**config.mk**
```make
export PLATFORM = sky130hd
export DESIGN_NAME = tlv_receive_deframer_core
export DESIGN_NICKNAME = d
export VERILOG_FILES = /design/src/trd_pkg.sv /design/src/tlv_receive_deframer_core.sv /design/src/trd_parser.sv
export SDC_FILE = /design/constraint.sdc
export NUM_CORES = 1
export LEC_CHECK = 0
export ABC_CLOCK_PERIOD_IN_PS = 2150
export BUFFER_PORTS_ARGS = -buffer_cell sky130_fd_sc_hd__buf_2
export CELL_PAD_IN_SITES_DETAIL_PLACEMENT = 0
export CELL_PAD_IN_SITES_GLOBAL_PLACEMENT = 1
export CORE_UTILIZATION = 41
export CTS_CLUSTER_DIAMETER = 100
export DETAILED_ROUTE_END_ITERATION = 12
export PLACE_DENSITY = 0.78
export SLEW_MARGIN = 20
export SYNTH_ARGS = -nofsm -noshare
export SYNTH_HDL_FRONTEND = slang
export SYNTH_SLANG_ARGS = --single-unit
export TNS_END_PERCENT = 1
```
**constraint.sdc**
```tcl
create_clock -name i_clk -period 2.15 [get_ports i_clk]
set_input_delay 0.1075 -clock i_clk [delete_from_list [all_inputs] [get_ports i_clk]]
set_output_delay 0.1075 -clock i_clk [all_outputs]
set_load 0.005 [all_outputs]
```
**src/trd_pkg.sv**
```systemverilog
// Package for the TLV receive deframer: item and result types, phase and
// role codes, status codes and default constants. No dependencies.
package trd_pkg;

    localparam int ROUTE_BYTES_DEF = 4;
    localparam int HDR_BASE_BYTES  = 2;
    localparam int BYTE_MAX        = 8'hff;

    typedef enum logic [2:0] {
        PH_READY  = 3'd0,
        PH_TYPE   = 3'd1,
        PH_LENGTH = 3'd2,
        PH_VALUE  = 3'd3,
        PH_ERROR  = 3'd4
    } t_phase;

    typedef enum logic [2:0] {
        ROLE_ROUTE   = 3'd0,
        ROLE_TYPE    = 3'd1,
        ROLE_LENGTH  = 3'd2,
        ROLE_VALUE   = 3'd3,
        ROLE_DISCARD = 3'd4
    } t_role;

    typedef enum logic [2:0] {
        ST_OK     = 3'd0,
        ST_FRAME  = 3'd1,
        ST_PARITY = 3'd2,
        ST_OVERRUN = 3'd3,
        ST_DROP   = 3'd4,
        ST_LENGTH = 3'd5
    } t_status;

    localparam logic KIND_BYTE    = 1'b0;
    localparam logic KIND_RESTART = 1'b1;

    typedef struct packed {
        logic       kind;
        logic [7:0] rx_byte;
        logic       frame_error;
        logic       parity_error;
        logic       overrun_error;
        logic       drop_error;
    } t_item;

    typedef struct packed {
        logic [7:0] byte_out;
        t_role      byte_role;
        logic [7:0] message_type;
        logic       last_of_message;
        t_status    status;
    } t_result;

endpackage

```
**src/tlv_receive_deframer_core.sv**
```systemverilog
// Top level of the TLV receive deframer: input/output channels, config
// register, output register with skid stage. Uses trd_pkg and trd_parser.
//
// Usage:
//   Input channel (i_in_valid / o_in_stall) carries one received byte with its
//   line error flags, or a restart (i_kind = 1). A transaction is taken when
//   valid is high and stall is low. Every input gives exactly one result on the
//   output channel (o_out_valid / i_out_stall), taken when valid is high and
//   stall is low.
//   The result of a taken item is registered in the output register, or in the
//   skid register when the output stalls. Throughput is one item per cycle while
//   o_in_stall is low, set by the single parse stage before the output register.
//   When the receiver stalls, one more result is caught in a skid register and
//   o_in_stall rises the cycle after; it drops once the skid entry drains.
//   The config channel (i_cfg_valid / o_cfg_ready / i_cfg_data) writes the
//   routing header mode bit; ready is always high.
//   Synchronous reset (i_rst_n low) returns the parser to the ready phase, clears
//   the error and the mode bit, and empties the output and skid registers.
module tlv_receive_deframer_core #(
    parameter int P_ROUTE_BYTES = trd_pkg::ROUTE_BYTES_DEF
) (
    input  logic       i_clk,
    input  logic       i_rst_n,
    input  logic       i_in_valid,
    output logic       o_in_stall,
    input  logic       i_kind,
    input  logic [7:0] i_rx_byte,
    input  logic       i_frame_error,
    input  logic       i_parity_error,
    input  logic       i_overrun_error,
    input  logic       i_drop_error,
    output logic       o_out_valid,
    input  logic       i_out_stall,
    output logic [7:0] o_byte_out,
    output logic [2:0] o_byte_role,
    output logic [7:0] o_message_type,
    output logic       o_last_of_message,
    output logic [2:0] o_status,
    input  logic       i_cfg_valid,
    output logic       o_cfg_ready,
    input  logic       i_cfg_data
);
    import trd_pkg::*;

    t_item   item;
    t_result result;
    logic    in_fire;
    logic    out_fire;
    logic    r_route_mode;

    t_result r_out,  n_out;
    logic    r_out_valid, n_out_valid;
    t_result r_skid, n_skid;
    logic    r_skid_valid, n_skid_valid;

    assign item.kind          = i_kind;
    assign item.rx_byte       = i_rx_byte;
    assign item.frame_error   = i_frame_error;
    assign item.parity_error  = i_parity_error;
    assign item.overrun_error = i_overrun_error;
    assign item.drop_error    = i_drop_error;

    assign o_in_stall  = r_skid_valid;
    assign in_fire     = i_in_valid && !r_skid_valid;
    assign out_fire    = r_out_valid && !i_out_stall;
    assign o_cfg_ready = 1'b1;

    trd_parser #(
        .P_ROUTE_BYTES(P_ROUTE_BYTES)
    ) u_parser (
        .i_clk        (i_clk),
        .i_rst_n      (i_rst_n),
        .i_fire       (in_fire),
        .i_item       (item),
        .i_route_mode (r_route_mode),
        .o_result     (result)
    );

    always_comb begin
        n_out        = r_out;
        n_out_valid  = r_out_valid;
        n_skid       = r_skid;
        n_skid_valid = r_skid_valid;
        if (!r_out_valid || out_fire) begin
            if (r_skid_valid) begin
                n_out        = r_skid;
                n_out_valid  = 1'b1;
                n_skid_valid = 1'b0;
            end else begin
                n_out       = result;
                n_out_valid = in_fire;
            end
        end else if (in_fire) begin
            n_skid       = result;
            n_skid_valid = 1'b1;
        end
    end

    always_ff @(posedge i_clk) begin
        if (!i_rst_n) begin
            r_out_valid  <= 1'b0;
            r_skid_valid <= 1'b0;
            r_route_mode <= 1'b0;
        end else begin
            r_out_valid  <= n_out_valid;
            r_skid_valid <= n_skid_valid;
            if (i_cfg_valid && o_cfg_ready) begin
                r_route_mode <= i_cfg_data;
            end
        end
    end

    always_ff @(posedge i_clk) begin
        r_out  <= n_out;
        r_skid <= n_skid;
    end

    assign o_out_valid       = r_out_valid;
    assign o_byte_out        = r_out.byte_out;
    assign o_byte_role       = r_out.byte_role;
    assign o_message_type    = r_out.message_type;
    assign o_last_of_message = r_out.last_of_message;
    assign o_status          = r_out.status;

    a_skid_behind_out: assert property (@(posedge i_clk) disable iff (!i_rst_n)
        r_skid_valid |-> r_out_valid)
        else $error("skid entry without output entry");

    a_skid_fill: assert property (@(posedge i_clk) disable iff (!i_rst_n)
        (in_fire && r_out_valid && i_out_stall) |=> r_skid_valid)
        else $error("result lost while output stalled");

    a_skid_drain: assert property (@(posedge i_clk) disable iff (!i_rst_n)
        (r_skid_valid && out_fire) |=> (r_out_valid && !r_skid_valid
            && r_out == $past(r_skid)))
        else $error("skid entry not moved to output");

endmodule

```
**src/trd_parser.sv**
```systemverilog
// TLV parser: phase state and counters, one transaction per cycle.
// Produces the result for the current item combinationally. Uses trd_pkg.
module trd_parser #(
    parameter int P_ROUTE_BYTES = trd_pkg::ROUTE_BYTES_DEF
) (
    input  logic             i_clk,
    input  logic             i_rst_n,
    input  logic             i_fire,
    input  trd_pkg::t_item   i_item,
    input  logic             i_route_mode,
    output trd_pkg::t_result o_result
);
    import trd_pkg::*;

    localparam int CW = $clog2(P_ROUTE_BYTES + 1);
    localparam logic [7:0] MAX_LEN_PLAIN = 8'(BYTE_MAX - HDR_BASE_BYTES);
    localparam logic [7:0] MAX_LEN_ROUTE = 8'(BYTE_MAX - HDR_BASE_BYTES - P_ROUTE_BYTES);

    t_phase      r_phase,  n_phase;
    logic [CW-1:0] r_hcnt, n_hcnt;
    logic [7:0]  r_remain, n_remain;
    logic [7:0]  r_type,   n_type;
    t_status     r_err,    n_err;

    t_status     line_err;
    logic [CW-1:0] hcnt_inc;
    logic [7:0]  max_len;
    logic [7:0]  remain_dec;

    always_comb begin
        if (i_item.frame_error) begin
            line_err = ST_FRAME;
        end else if (i_item.parity_error) begin
            line_err = ST_PARITY;
        end else if (i_item.overrun_error) begin
            line_err = ST_OVERRUN;
        end else if (i_item.drop_error) begin
            line_err = ST_DROP;
        end else begin
            line_err = ST_OK;
        end
    end

    assign hcnt_inc   = r_hcnt + 1'b1;
    assign max_len    = i_route_mode ? MAX_LEN_ROUTE : MAX_LEN_PLAIN;
    assign remain_dec = r_remain - 8'd1;

    // next state
    always_comb begin
        n_phase  = r_phase;
        n_hcnt   = r_hcnt;
        n_remain = r_remain;
        n_type   = r_type;
        n_err    = r_err;
        if (i_item.kind == KIND_RESTART) begin
            n_phase  = PH_READY;
            n_hcnt   = '0;
            n_remain = '0;
            n_type   = '0;
            n_err    = ST_OK;
        end else if (r_phase == PH_ERROR) begin
            n_phase = PH_ERROR;
        end else if (line_err != ST_OK) begin
            n_err   = line_err;
            n_phase = PH_ERROR;
        end else begin
            case (r_phase)
                PH_READY: begin
                    if (i_route_mode) begin
                        if (hcnt_inc >= CW'(P_ROUTE_BYTES)) begin
                            n_hcnt  = '0;
                            n_phase = PH_TYPE;
                        end else begin
                            n_hcnt = hcnt_inc;
                        end
                    end else begin
                        n_hcnt  = '0;
                        n_type  = i_item.rx_byte;
                        n_phase = PH_LENGTH;
                    end
                end
                PH_TYPE: begin
                    n_type  = i_item.rx_byte;
                    n_phase = PH_LENGTH;
                end
                PH_LENGTH: begin
                    if (i_item.rx_byte > max_len) begin
                        n_err   = ST_LENGTH;
                        n_phase = PH_ERROR;
                    end else if (i_item.rx_byte == 8'd0) begin
                        n_remain = '0;
                        n_phase  = PH_READY;
                    end else begin
                        n_remain = i_item.rx_byte;
                        n_phase  = PH_VALUE;
                    end
                end
                PH_VALUE: begin
                    n_remain = remain_dec;
                    if (remain_dec == 8'd0) begin
                        n_phase = PH_READY;
                    end
                end
                default: begin
                    n_phase = PH_ERROR;
                end
            endcase
        end
    end

    // result
    always_comb begin
        o_result.byte_out        = i_item.rx_byte;
        o_result.byte_role       = ROLE_DISCARD;
        o_result.message_type    = '0;
        o_result.last_of_message = 1'b0;
        o_result.status          = ST_OK;
        if (i_item.kind == KIND_RESTART) begin
            o_result.byte_out = '0;
        end else if (r_phase == PH_ERROR) begin
            o_result.status = r_err;
        end else if (line_err != ST_OK) begin
            o_result.status = line_err;
        end else begin
            case (r_phase)
                PH_READY: begin
                    if (i_route_mode) begin
                        o_result.byte_role = ROLE_ROUTE;
                    end else begin
                        o_result.byte_role    = ROLE_TYPE;
                        o_result.message_type = i_item.rx_byte;
                    end
                end
                PH_TYPE: begin
                    o_result.byte_role    = ROLE_TYPE;
                    o_result.message_type = i_item.rx_byte;
                end
                PH_LENGTH: begin
                    o_result.byte_role    = ROLE_LENGTH;
                    o_result.message_type = r_type;
                    if (i_item.rx_byte > max_len) begin
                        o_result.status = ST_LENGTH;
                    end else if (i_item.rx_byte == 8'd0) begin
                        o_result.last_of_message = 1'b1;
                    end
                end
                PH_VALUE: begin
                    o_result.byte_role       = ROLE_VALUE;
                    o_result.message_type    = r_type;
                    o_result.last_of_message = (remain_dec == 8'd0);
                end
                default: begin
                    o_result.status = r_err;
                end
            endcase
        end
    end

    always_ff @(posedge i_clk) begin
        if (!i_rst_n) begin
            r_phase  <= PH_READY;
            r_hcnt   <= '0;
            r_remain <= '0;
            r_type   <= '0;
            r_err    <= ST_OK;
        end else if (i_fire) begin
            r_phase  <= n_phase;
            r_hcnt   <= n_hcnt;
            r_remain <= n_remain;
            r_type   <= n_type;
            r_err    <= n_err;
        end
    end

    a_err_code_held: assert property (@(posedge i_clk) disable iff (!i_rst_n)
        (r_phase == PH_ERROR) |-> (r_err != ST_OK))
        else $error("error phase without error code");

    a_value_nonzero: assert property (@(posedge i_clk) disable iff (!i_rst_n)
        (r_phase == PH_VALUE) |-> (r_remain != 8'd0))
        else $error("value phase with no bytes remaining");

    a_hcnt_range: assert property (@(posedge i_clk) disable iff (!i_rst_n)
        (r_hcnt < CW'(P_ROUTE_BYTES)) && ((r_phase == PH_READY) || (r_hcnt == '0)))
        else $error("routing header count out of range");

endmodule

```
==> results.sh <==
export IMPL_status="finished clean"
export IMPL_critPathSlowestCell="dfxtp_2"
export IMPL_detailed_place_area_um2=4150
export IMPL_grt_start_max_net_pins=31
export IMPL_syn_inst=345
export IMPL_io_pins=45
export IMPL_min_period_ps=2110
export IMPL_antenna_found_initial=0
export IMPL_maxCapViolations=0
export IMPL_syn_nets=369
export IMPL_synth_xor_area_share_pct=1.21
export IMPL_rsz0062_at_grt="true"
export IMPL_overflow=0
export IMPL_timing_critical_path_mode_cell="o41ai_2"
export IMPL_wl_per_cell_um=16.5
export IMPL_place_worst_setup_slack_ps=-128
export IMPL_grt_pass1_wl_um=13700
export IMPL_finalPower_uw=3010
export IMPL_ys_async_sr_fraction_pct=0
export IMPL_max_freq_ghz=0.474
export IMPL_viasPerCell=5.47
export IMPL_fillers=757
export IMPL_setup_slack_ps=39.0
export IMPL_synth_mux_area_share_pct=7.66
export IMPL_io_buffer_count=43
export IMPL_cts_tree="built"
export IMPL_fp_dieW_um=96.0
export IMPL_synthSimpleGateAreaFrac_pct=16.9
export IMPL_cp_arrival_ps=2370
export IMPL_drt_wl_total_um=8580
export IMPL_dp_cells=504
export IMPL_grt_pass1_vias=2730
export IMPL_required_ps=2410
export IMPL_die_h_um=96.0
export IMPL_track_usage_pct=19.8
export IMPL_design_area_um2=4460
export IMPL_powerDensity_nw_per_um2=674
export IMPL_synth_warnings=0
export IMPL_hold_viol_final=0
export IMPL_syn_area_um2=3620
export IMPL_num_vias=2843
export IMPL_clkLatencyLatePin_ps=350
export IMPL_hold_path_class="in2reg"
export IMPL_synth_compound_area_share_pct=15.2
export IMPL_cts_clk_slew_worst_paths_ps=90
export IMPL_synth_area_per_cell_um2=10.5
export IMPL_fin_skew_ps=14.7
export IMPL_period_share_pct=98.2
export IMPL_synth_top_family_by_area="simple AND/OR/NAND/NOR gates"
export IMPL_mostFrequentLayoutCells="46 x edfxtp_1, 43 x buf_2, 38 x nor2_1"
export IMPL_setup_violations=0
export IMPL_h_tree_depth=3
export IMPL_max_stage_delay_ps=350
export IMPL_finalNonFillerCells=520
export IMPL_critPathCaptureType="register"
export IMPL_ctsRootBufferMaster="clkbuf_8"
export IMPL_clock_sinks=74
export IMPL_synth_edff_count=46
export IMPL_post_dp_hpwl_um=5940
export IMPL_worst_setup_path_start_kind="register"
export IMPL_regArea_um2=1950
export IMPL_row_count=33
export IMPL_coreArea_um2=8380
export IMPL_leakage_uw=0.00175
export IMPL_layout_commonest_cell="edfxtp_1"
export IMPL_cts_buffer_depth=2
export IMPL_ys_ff_latch=74
export IMPL_firstDrtPassIters=4
export IMPL_drc=0
export IMPL_ys_types=54
export IMPL_worstPathCellList="buf_4, o21a_1, o41ai_2, nand3b_1, o31a_1, or2_1, o41ai_2"
export IMPL_drive_above_1_share_pct=32.8
export IMPL_crit_type="reg2reg"
export IMPL_utilization_pct=53.2
export IMPL_synth_fa_ha_area_share_pct=1.73
export IMPL_drt_iter0_drc=207
export IMPL_gp_congestion=0.849
export IMPL_dieArea_um2=9220
export IMPL_irDropWorstVdd_mv=0.355
export IMPL_cts_hold_buf=0
export IMPL_cts_buffers_inserted=9
export IMPL_antenna_cells=0
export IMPL_ys_flop_type="edfxtp_1"
export IMPL_worstPathMaxFanout=5
export IMPL_syn2layout_area_growth_pct=23.1
export IMPL_ant_nets=0
export IMPL_slew_viol_final=0
export IMPL_initial_core_util_pct=43.2
export IMPL_multiInputGateArea_um2=1680
export IMPL_synth_seq_area_share_pct=53.6
export IMPL_nets=434
registers in the layout, summed over array words and instances, names as in the netlist:
register           count
r_route_mode           1
o_out_valid            1
u_parser.r_phase       3
u_parser.r_type        8
o_byte_role            3
u_parser.r_remain      8
o_status               3
o_message_type         8
r_skid                23
u_parser.r_err         3
o_last_of_message      1
o_byte_out             8
o_in_stall             1
u_parser.r_hcnt        3
metal layers:
layer | part of all wire (%) | vias up | wire length [um] | GRT usage, %
li1 | - | 1398 | - | -
met1 | 47 | 1348 | 4030 | 27.3
met2 | 47 | 83 | 4010 | 31.6
met3 | 4.7 | 14 | 402 | 2.92
met4 | 1.6 | 0 | 134 | 6.59
met5 | 0 | - | 0 | 0
final cells by class:
class,count,share of cell area [%]
multi-input cells,240,37.5
inverters,9,0.757
flip-flops and latches,74,43.6
clock inverters,7,1.35
well taps,105,2.94
repair buffers,76,11.0
clock buffers,9,2.78
synth_stat cells, drive strengths merged, types with 4 or more instances:
master  instances  share of area [%]
o211ai          8                1.7
dfxtp          28                 15
a21oi          17                2.3
and3            4               0.69
nand3           4               0.55
o31ai          10                2.1
mux2i          12                3.3
mux2           14                4.3
inv             8               0.83
a211oi          5                1.2
a22oi           7                1.4
edfxtp         46                 38
clkbuf         16                1.7
nand2          32                3.3
ha              5                1.7
nor3            9                1.2
nor2b          12                2.1
nor2           39                4.0
buf             6                1.1
o21a            4               0.83
nor4            6                1.2
nand2b          4               0.69
o21bai          4               0.83
o21ai           8                1.2
critical path: cells and delay by family, from the launching register on:
kind / cells / cell delay (ps)
compound gates: 4 / 1120
buf+inv: 1 / 150
simple gates: 2 / 400
flops: 1 / 350
stage by stage:
stage / TNS (ps) / hold WS [ps]
4_1_cts: 0 / 29.3
3_3_place_gp: -12.2 / 397
5_1_grt: -166 / 58.4
3_5_place_dp: -203 / 398
2_1_floorplan: -112 / 255
6_report: 0 / 38.9
power by group:
part	switching, uW	internal, uW
clock network	599	439
logic	206	171
registers	24.5	1570
total	830	2180
cell families after synthesis:
group / Yosys count
other: 1
XOR/XNOR: 5
multiplexers: 26
adder cells (fa/ha/maj): 5
AND/OR/NAND/NOR: 125
buffers and inverters: 31
flip-flops: 74
AO/OA/AOI/OAI: 78
what timing repair did:
| item | CTS | global route |
|---|---|---|
| pin swaps | 0 | 5 |
| setup buffers | 0 | 0 |
| hold endpoints to repair | 0 | 0 |
| resized for setup | 7 | 20 |
| endpoints found under the setup margin | 9 | 14 |
final timing paths:
check	start	end	slack (ps)	cells after the start
setup reg to reg	u_parser.r_remain[0]	u_parser.r_phase[1]	40	7
hold / removal	i_cfg_data	r_route_mode	40	3
hold reg to reg	u_parser.r_hcnt[0]	u_parser.r_hcnt[0]	470	2
setup / recovery	u_parser.r_remain[0]	u_parser.r_phase[1]	40	7
No activity file was read; power rests on OpenSTA's default activity.
